### src/rtl/pcs_pkg.sv
// ----------------------------------------------------------------------------
// pcs_pkg
// Shared types, codes and constants of the peak cluster selector.
// ----------------------------------------------------------------------------
package pcs_pkg;

    localparam int NPEAK  = 64;
    localparam int NCLUS  = 16;
    localparam int PKW    = 6;
    localparam int LBW    = 4;
    localparam int SIMW   = 16;
    localparam int SUMW   = 32;
    localparam int CNTW   = 12;
    localparam int PAW    = 8;
    localparam int SIMAW  = 12;
    localparam int DVDW   = 32;
    localparam int DVSW   = 16;
    localparam int SILW   = 17;
    localparam int OTHW   = 20;

    // threshold clamp, round(0.3 * 2^16) and round(0.6 * 2^16)
    localparam logic [SIMW-1:0] TH_LO = 16'd19661;
    localparam logic [SIMW-1:0] TH_HI = 16'd39322;

    // floor(2^16 / C), indexed by C - 1
    localparam logic [SILW-1:0] SIL_TH [NCLUS] = '{
        17'd65536, 17'd32768, 17'd21845, 17'd16384,
        17'd13107, 17'd10922, 17'd9362,  17'd8192,
        17'd7281,  17'd6553,  17'd5957,  17'd5461,
        17'd5041,  17'd4681,  17'd4369,  17'd4096
    };

    localparam logic CFG_PEAK_COUNT = 1'b0;
    localparam logic CFG_KEEP_COUNT = 1'b1;

    typedef enum logic [1:0] {
        OP_LOAD_LABEL = 2'd0,
        OP_LOAD_SIM   = 2'd1,
        OP_RUN        = 2'd2,
        OP_NOP        = 2'd3
    } t_op;

    typedef enum logic [4:0] {
        D_NONE, D_START, D_CLEAR, D_CMAX, D_PAIR_INIT, D_ROW_LAT,
        D_P_RD, D_P_LAT, D_P_WR, D_P_SKIP, D_K_INIT, D_A_RD,
        D_A_ZERO, D_A_DIV, D_A_ACC, D_K_FIN1, D_K_FIN2, D_O_TAKE,
        D_SIL_ZERO, D_M_DIV, D_SIL_SET, D_R_INIT, D_R_STEP, D_DECIDE,
        D_EMIT
    } t_dop;

    typedef struct packed {
        t_dop op;
        logic ld_label;
        logic ld_sim;
    } t_cmd;

    typedef struct packed {
        logic clr_last;
        logic a_last;
        logic b_last;
        logic b_eq_a;
        logic i_last;
        logic k_last;
        logic cnt_zero;
        logic c_single;
        logic m_zero;
        logic div_done;
        logic out_free;
    } t_stat;

    typedef enum logic [4:0] {
        S_IDLE, S_CLR, S_CMAX, S_CMAX_TL, S_ROW_RD, S_ROW_LAT,
        S_P_RD, S_P_LAT, S_P_SUM, S_P_WR, S_K_INIT, S_A_RD,
        S_A_CHK, S_A_WAIT, S_K_FIN, S_O_WAIT, S_M_CHK, S_M_WAIT,
        S_R_INIT, S_R_STEP, S_DECIDE, S_E_RD, S_E_LAT
    } t_state;

endpackage

### src/rtl/pcs_ctrl.sv
// ----------------------------------------------------------------------------
// pcs_ctrl
// Sequencer: steps the datapath through clear, accumulate, score, emit.
// ----------------------------------------------------------------------------
module pcs_ctrl (
    input  logic           i_clk,
    input  logic           i_rst_n,
    input  logic           i_valid,
    input  logic [1:0]     i_op,
    output logic           o_stall,
    input  pcs_pkg::t_stat i_stat,
    output pcs_pkg::t_cmd  o_cmd
);
    import pcs_pkg::*;

    t_state r_state;
    t_state n_state;
    t_state pair_next;
    t_state k_next;

    always_ff @(posedge i_clk) begin
        if (!i_rst_n) begin
            r_state <= S_IDLE;
        end else begin
            r_state <= n_state;
        end
    end

    assign pair_next = i_stat.b_last ? (i_stat.a_last ? S_K_INIT : S_ROW_RD) : S_P_RD;
    assign k_next    = i_stat.k_last ? S_R_INIT : S_A_RD;
    assign o_stall   = (r_state != S_IDLE);

    always_comb begin
        n_state        = r_state;
        o_cmd.op       = D_NONE;
        o_cmd.ld_label = 1'b0;
        o_cmd.ld_sim   = 1'b0;
        unique case (r_state)
            S_IDLE: begin
                if (i_valid) begin
                    o_cmd.ld_label = (i_op == OP_LOAD_LABEL);
                    o_cmd.ld_sim   = (i_op == OP_LOAD_SIM);
                    if (i_op == OP_RUN) begin
                        o_cmd.op = D_START;
                        n_state  = S_CLR;
                    end
                end
            end
            S_CLR: begin
                o_cmd.op = D_CLEAR;
                if (i_stat.clr_last) begin
                    n_state = S_CMAX;
                end
            end
            S_CMAX: begin
                o_cmd.op = D_CMAX;
                if (i_stat.a_last) begin
                    n_state = S_CMAX_TL;
                end
            end
            S_CMAX_TL: begin
                o_cmd.op = D_PAIR_INIT;
                n_state  = S_ROW_RD;
            end
            S_ROW_RD: begin
                n_state = S_ROW_LAT;
            end
            S_ROW_LAT: begin
                o_cmd.op = D_ROW_LAT;
                n_state  = S_P_RD;
            end
            S_P_RD: begin
                if (i_stat.b_eq_a) begin
                    o_cmd.op = D_P_SKIP;
                    n_state  = pair_next;
                end else begin
                    o_cmd.op = D_P_RD;
                    n_state  = S_P_LAT;
                end
            end
            S_P_LAT: begin
                o_cmd.op = D_P_LAT;
                n_state  = S_P_SUM;
            end
            S_P_SUM: begin
                n_state = S_P_WR;
            end
            S_P_WR: begin
                o_cmd.op = D_P_WR;
                n_state  = pair_next;
            end
            S_K_INIT: begin
                o_cmd.op = D_K_INIT;
                n_state  = S_A_RD;
            end
            S_A_RD: begin
                o_cmd.op = D_A_RD;
                n_state  = S_A_CHK;
            end
            S_A_CHK: begin
                if (i_stat.cnt_zero) begin
                    o_cmd.op = D_A_ZERO;
                    n_state  = i_stat.i_last ? S_K_FIN : S_A_RD;
                end else begin
                    o_cmd.op = D_A_DIV;
                    n_state  = S_A_WAIT;
                end
            end
            S_A_WAIT: begin
                if (i_stat.div_done) begin
                    o_cmd.op = D_A_ACC;
                    n_state  = i_stat.i_last ? S_K_FIN : S_A_RD;
                end
            end
            S_K_FIN: begin
                if (i_stat.c_single) begin
                    o_cmd.op = D_K_FIN1;
                    n_state  = k_next;
                end else begin
                    o_cmd.op = D_K_FIN2;
                    n_state  = S_O_WAIT;
                end
            end
            S_O_WAIT: begin
                if (i_stat.div_done) begin
                    o_cmd.op = D_O_TAKE;
                    n_state  = S_M_CHK;
                end
            end
            S_M_CHK: begin
                if (i_stat.m_zero) begin
                    o_cmd.op = D_SIL_ZERO;
                    n_state  = k_next;
                end else begin
                    o_cmd.op = D_M_DIV;
                    n_state  = S_M_WAIT;
                end
            end
            S_M_WAIT: begin
                if (i_stat.div_done) begin
                    o_cmd.op = D_SIL_SET;
                    n_state  = k_next;
                end
            end
            S_R_INIT: begin
                o_cmd.op = D_R_INIT;
                n_state  = S_R_STEP;
            end
            S_R_STEP: begin
                o_cmd.op = D_R_STEP;
                if (i_stat.i_last) begin
                    n_state = S_DECIDE;
                end
            end
            S_DECIDE: begin
                o_cmd.op = D_DECIDE;
                n_state  = S_E_RD;
            end
            S_E_RD: begin
                n_state = S_E_LAT;
            end
            S_E_LAT: begin
                if (i_stat.out_free) begin
                    o_cmd.op = D_EMIT;
                    n_state  = i_stat.a_last ? S_IDLE : S_E_RD;
                end
            end
            default: begin
                n_state = S_IDLE;
            end
        endcase
    end
endmodule

### config.mk
export PLATFORM = sky130hd
export DESIGN_NAME = pcs_ctrl
export DESIGN_NICKNAME = d
export VERILOG_FILES = /design/src/rtl/pcs_pkg.sv /design/src/rtl/pcs_ctrl.sv
export SDC_FILE = /design/constraint.sdc
export NUM_CORES = 1
export LEC_CHECK = 0
export ABC_AREA = 0
export BUFFER_PORTS_ARGS = -buffer_cell sky130_fd_sc_hd__buf_2
export CAP_MARGIN = 5
export CORE_UTILIZATION = 28
export DETAILED_ROUTE_END_ITERATION = 7
export SYNTH_ARGS = -nofsm -noshare
export SYNTH_HDL_FRONTEND = slang
export SYNTH_SLANG_ARGS = --single-unit
### constraint.sdc
create_clock -name i_clk -period 2.22 [get_ports i_clk]
set_input_delay 0.666 -clock i_clk [delete_from_list [all_inputs] [get_ports i_clk]]
set_output_delay 0.666 -clock i_clk [all_outputs]
set_load 0.03 [all_outputs]
==> metrics.md <==
| Metric | Value |
|---|---|
| Kind of cell adding the most delay to the critical path | `simple AND/OR/NAND/NOR gates` |
| Setup repair after global routing missed its margin | `yes` |
| Crit-path slowest cell | `or4_4` |
| Fraction of post-synthesis cell area in the top cell type by area | `0.0877` |
| Reported leakage power | `between 0.0007 and 0.0008 uW` |
| Path type of the worst setup path | `register to output pin` |
| Type of the worst min-delay path | `register to register` |
| Cell variety after synth | `52` |
| Final worst-path setup slack | `-0.165 ns` |
| Number of I/O port buffers | `23` |
| Source-to-sink clock delay at the later pin of the worst-skew pair | `0.22 ns` |
| Post-synthesis sequential element count | `5` |
| Largest area contributor in the synthesized netlist | `dfxtp_1` |
| Area of all placed cells without fillers | `1950 sq um` |
| Number of top-level pins | `24` |
| Largest register FFs | `5` |
| Worst slew margin relative to its limit | `0.717` |
| Post-synthesis instance total | `167` |
| Average cell area after synthesis | `6.83 sq um` |
| Aggregate routed wire length | `~4.5 mm` |
| Mapped cell area | `1140 sq um` |
| Crit path time final | `2.39 ns` |
| Cell at the root of the clock tree | `clkbuf_8` |
| Chain of cells forming the critical path | `buf_6 > nor2b_4 > nand2_2 > buf_6 > o22ai_4 > or4_4 > buf_6` |
| CP bufs+invs | `3` |
| Maximum net fanout on the critical path | `5` |
| Routability congestion estimate | `slightly below 1` |
| Power density cells | `about 620 nW/um^2` |
| Placed wire-length estimate | `3.29 mm` |
| Failing checks | `negative setup slack` |
| Routed vias/inst | `around 5.6` |
| Vias in the first global route | `around 1500` |
| Ratio of cells with drive above 1 in the final layout | `0.520` |
| Pre-CTS worst setup slack | `-0.206 ns` |
| Chip width | `65.8 microns` |
| Type of destination of the critical path | `output pin` |
| Routed via count | `1634` |
| Starting Density | `0.303` |
| Detailed-route wire length per cell | `15.5 microns` |
| Count leader, synth | `nand2_1` |
| Biggest register | `r_state` |
| Number of max-slew violations in the final report | `0` |
| Most common library cells after synthesis | `nand2_1, o21ai_0, a21oi_1, nor2b_1` |
| CORE AREA | `3770 sq um` |
| Rows | `22` |
| Count of antenna-violating nets left after detailed routing | `0` |
| Clock Sinks | `5` |
| Area Overhead vs Synth | `70.9%` |
| Clock tree from TritonCTS | `yes` |
| Post-place instance area | `1610 sq um` |
| Number of buffers created by CTS | `3` |
| Slew of the pin with the lowest slew margin | `approximately 0.42 ns` |
| Critical path data arrival time | `1.72 ns` |
| Overflow left after global routing | `0` |
| Pre-antenna DRT Iters | `4` |
| DIE AREA | `4330 sq um` |
| Initial antenna violation count | `0` |
| Peak ir drop on the vdd network | `318 uV` |
| Number of synthesized flops with an enable pin | `0` |
| Clock Skew | `about 0.0023 ns` |
| Nets | `261` |
| Cell type with the highest occurrence count on the critical path | `buf_6` |
| Async SR Flop Fraction | `0` |
| Maximum clock rate | `419 MHz` |
| Instance count after placement with tap cells included | `approximately 280` |
| Yosys warnings | `0` |
| Clock buffer depth | `2` |
| Total track usage | `0.210` |
| Share of the cycle needed by the critical path after routing | `1.07` |
| Biggest regs | `r_state x5` |
| Post-Syn Nets | `around 180` |
| Maximum number of pins on one net before global-route repair | `18` |
| CTS clk-pin slew, worst paths | `0.03 ns` |
| Worst path required time | `1.55 ns` |
| Hold Violations, Final | `0` |
| Max incr delay on CP | `roughly 0.5 ns` |
| Initial DRC count | `99` |
| Wire length of the first global-routing pass | `7.09 mm` |
| Non-filler cells in the finished layout | `slightly below 300` |
| Maximum level of the CTS H-tree | `1` |
| Portion of the post-synthesis area used by sequential elements | `0.0877` |
| Biggest area contributors in the synthesized netlist | `dfxtp_1, nand2_1, buf_6, o21ai_0, nor2b_1` |
| Vert. Die Dim | `65.8 microns` |
| Most used flip-flop cell after synthesis | `dfxtp_1` |
| Kind of start point of the critical path | `register` |
| Run status | `finished with violations` |
| Final setup vio count | `6` |
| Final core utilization | `0.517` |
| # Max-Cap Violations | `0` |
| Number of antenna repair diodes | `0` |
| Number of DRC violations after detailed routing | `0` |
-- timing repair --
action / CTS / global route
pin swaps: 10 / 10
endpoints found under the setup margin: 8 / 7
hold buffers: 0 / 0
buffers inserted: 11 / 3
gates resized for setup: 39 / 22
-- power breakdown --
group          switching [uW]  internal (uW)  total, uW
Combinational             475            409        884
Clock                    40.8            123        164
Sequential               51.0            110        161
-- final timing paths --
| path | startpoint | cells after the start | slack, ns | end |
|---|---|---|---|---|
| worst max-delay path | r_state[1] | 7 | -0.17 | o_cmd[2] |
| worst min-delay path | r_state[1] | 3 | 0.74 | r_state[1] |
| worst max register to register | r_state[4] | 7 | 0.42 | r_state[0] |
| worst min register to register | r_state[1] | 3 | 0.74 | r_state[1] |
-- cells by family after synthesis --
logic type / count (synthesis) / share of synthesized area
DFF: 5 / 0.0877
and+or+nand+nor: 76 / 0.407
buffers and inverters: 21 / 0.124
AOI/OAI and AO/OA: 65 / 0.382
-- layout by cell type, fill, tap and decap left out, types with 3 or more instances in the layout --
cell	count
inv_1	5
nand2_1	16
clkbuf_8	3
nor2_1	6
o21ai_0	7
nand4_1	7
a211oi_1	3
a31oi_1	5
buf_6	17
nor3_1	3
buf_4	57
nor2b_1	5
nand3_1	5
o21ai_1	8
dfxtp_4	5
o21a_1	3
a21oi_1	7
o211ai_1	6
nor2b_4	3
buf_2	14
nand2b_1	3
o22ai_1	6
a21oi_2	3
-- layout make-up --
class	instances	area (sq um)
multi-input combinational	141	1010
sequential	5	119
fill	353	1820
timing repair buffer	88	689
clock buffer	4	45.0
tap	48	60.1
inverter	6	22.5
-- worst min-delay path, cell delays in order, from the launching register on --
cell	delay (ns)
dfxtp_4	0.36
buf_4	0.20
nand2_1	0.07
o22ai_1	0.06
-- per-layer routing --
metal	GRT usage	routed length (microns)	up-vias
li1	-	-	804
met1	0.286	2040	758
met2	0.348	2170	63
met3	0.0259	253	9
met4	0.0489	65	0
met5	0	0	-
-- metrics by stage --
| step | power [uW] | hold slack, ns | TNS [ns] |
|---|---|---|---|
| finish | 1210 | 0.742 | -0.544 |
| global route | 1290 | 0.764 | -0.948 |
| CTS | 1140 | 0.734 | -0.406 |
| detailed placement | 896 | 0.782 | -0.568 |
| global placement | 904 | 0.774 | -0.581 |
| floorplan | 640 | 0.748 | -0.0163 |
Note: power is estimated with default switching activity, not from simulation.
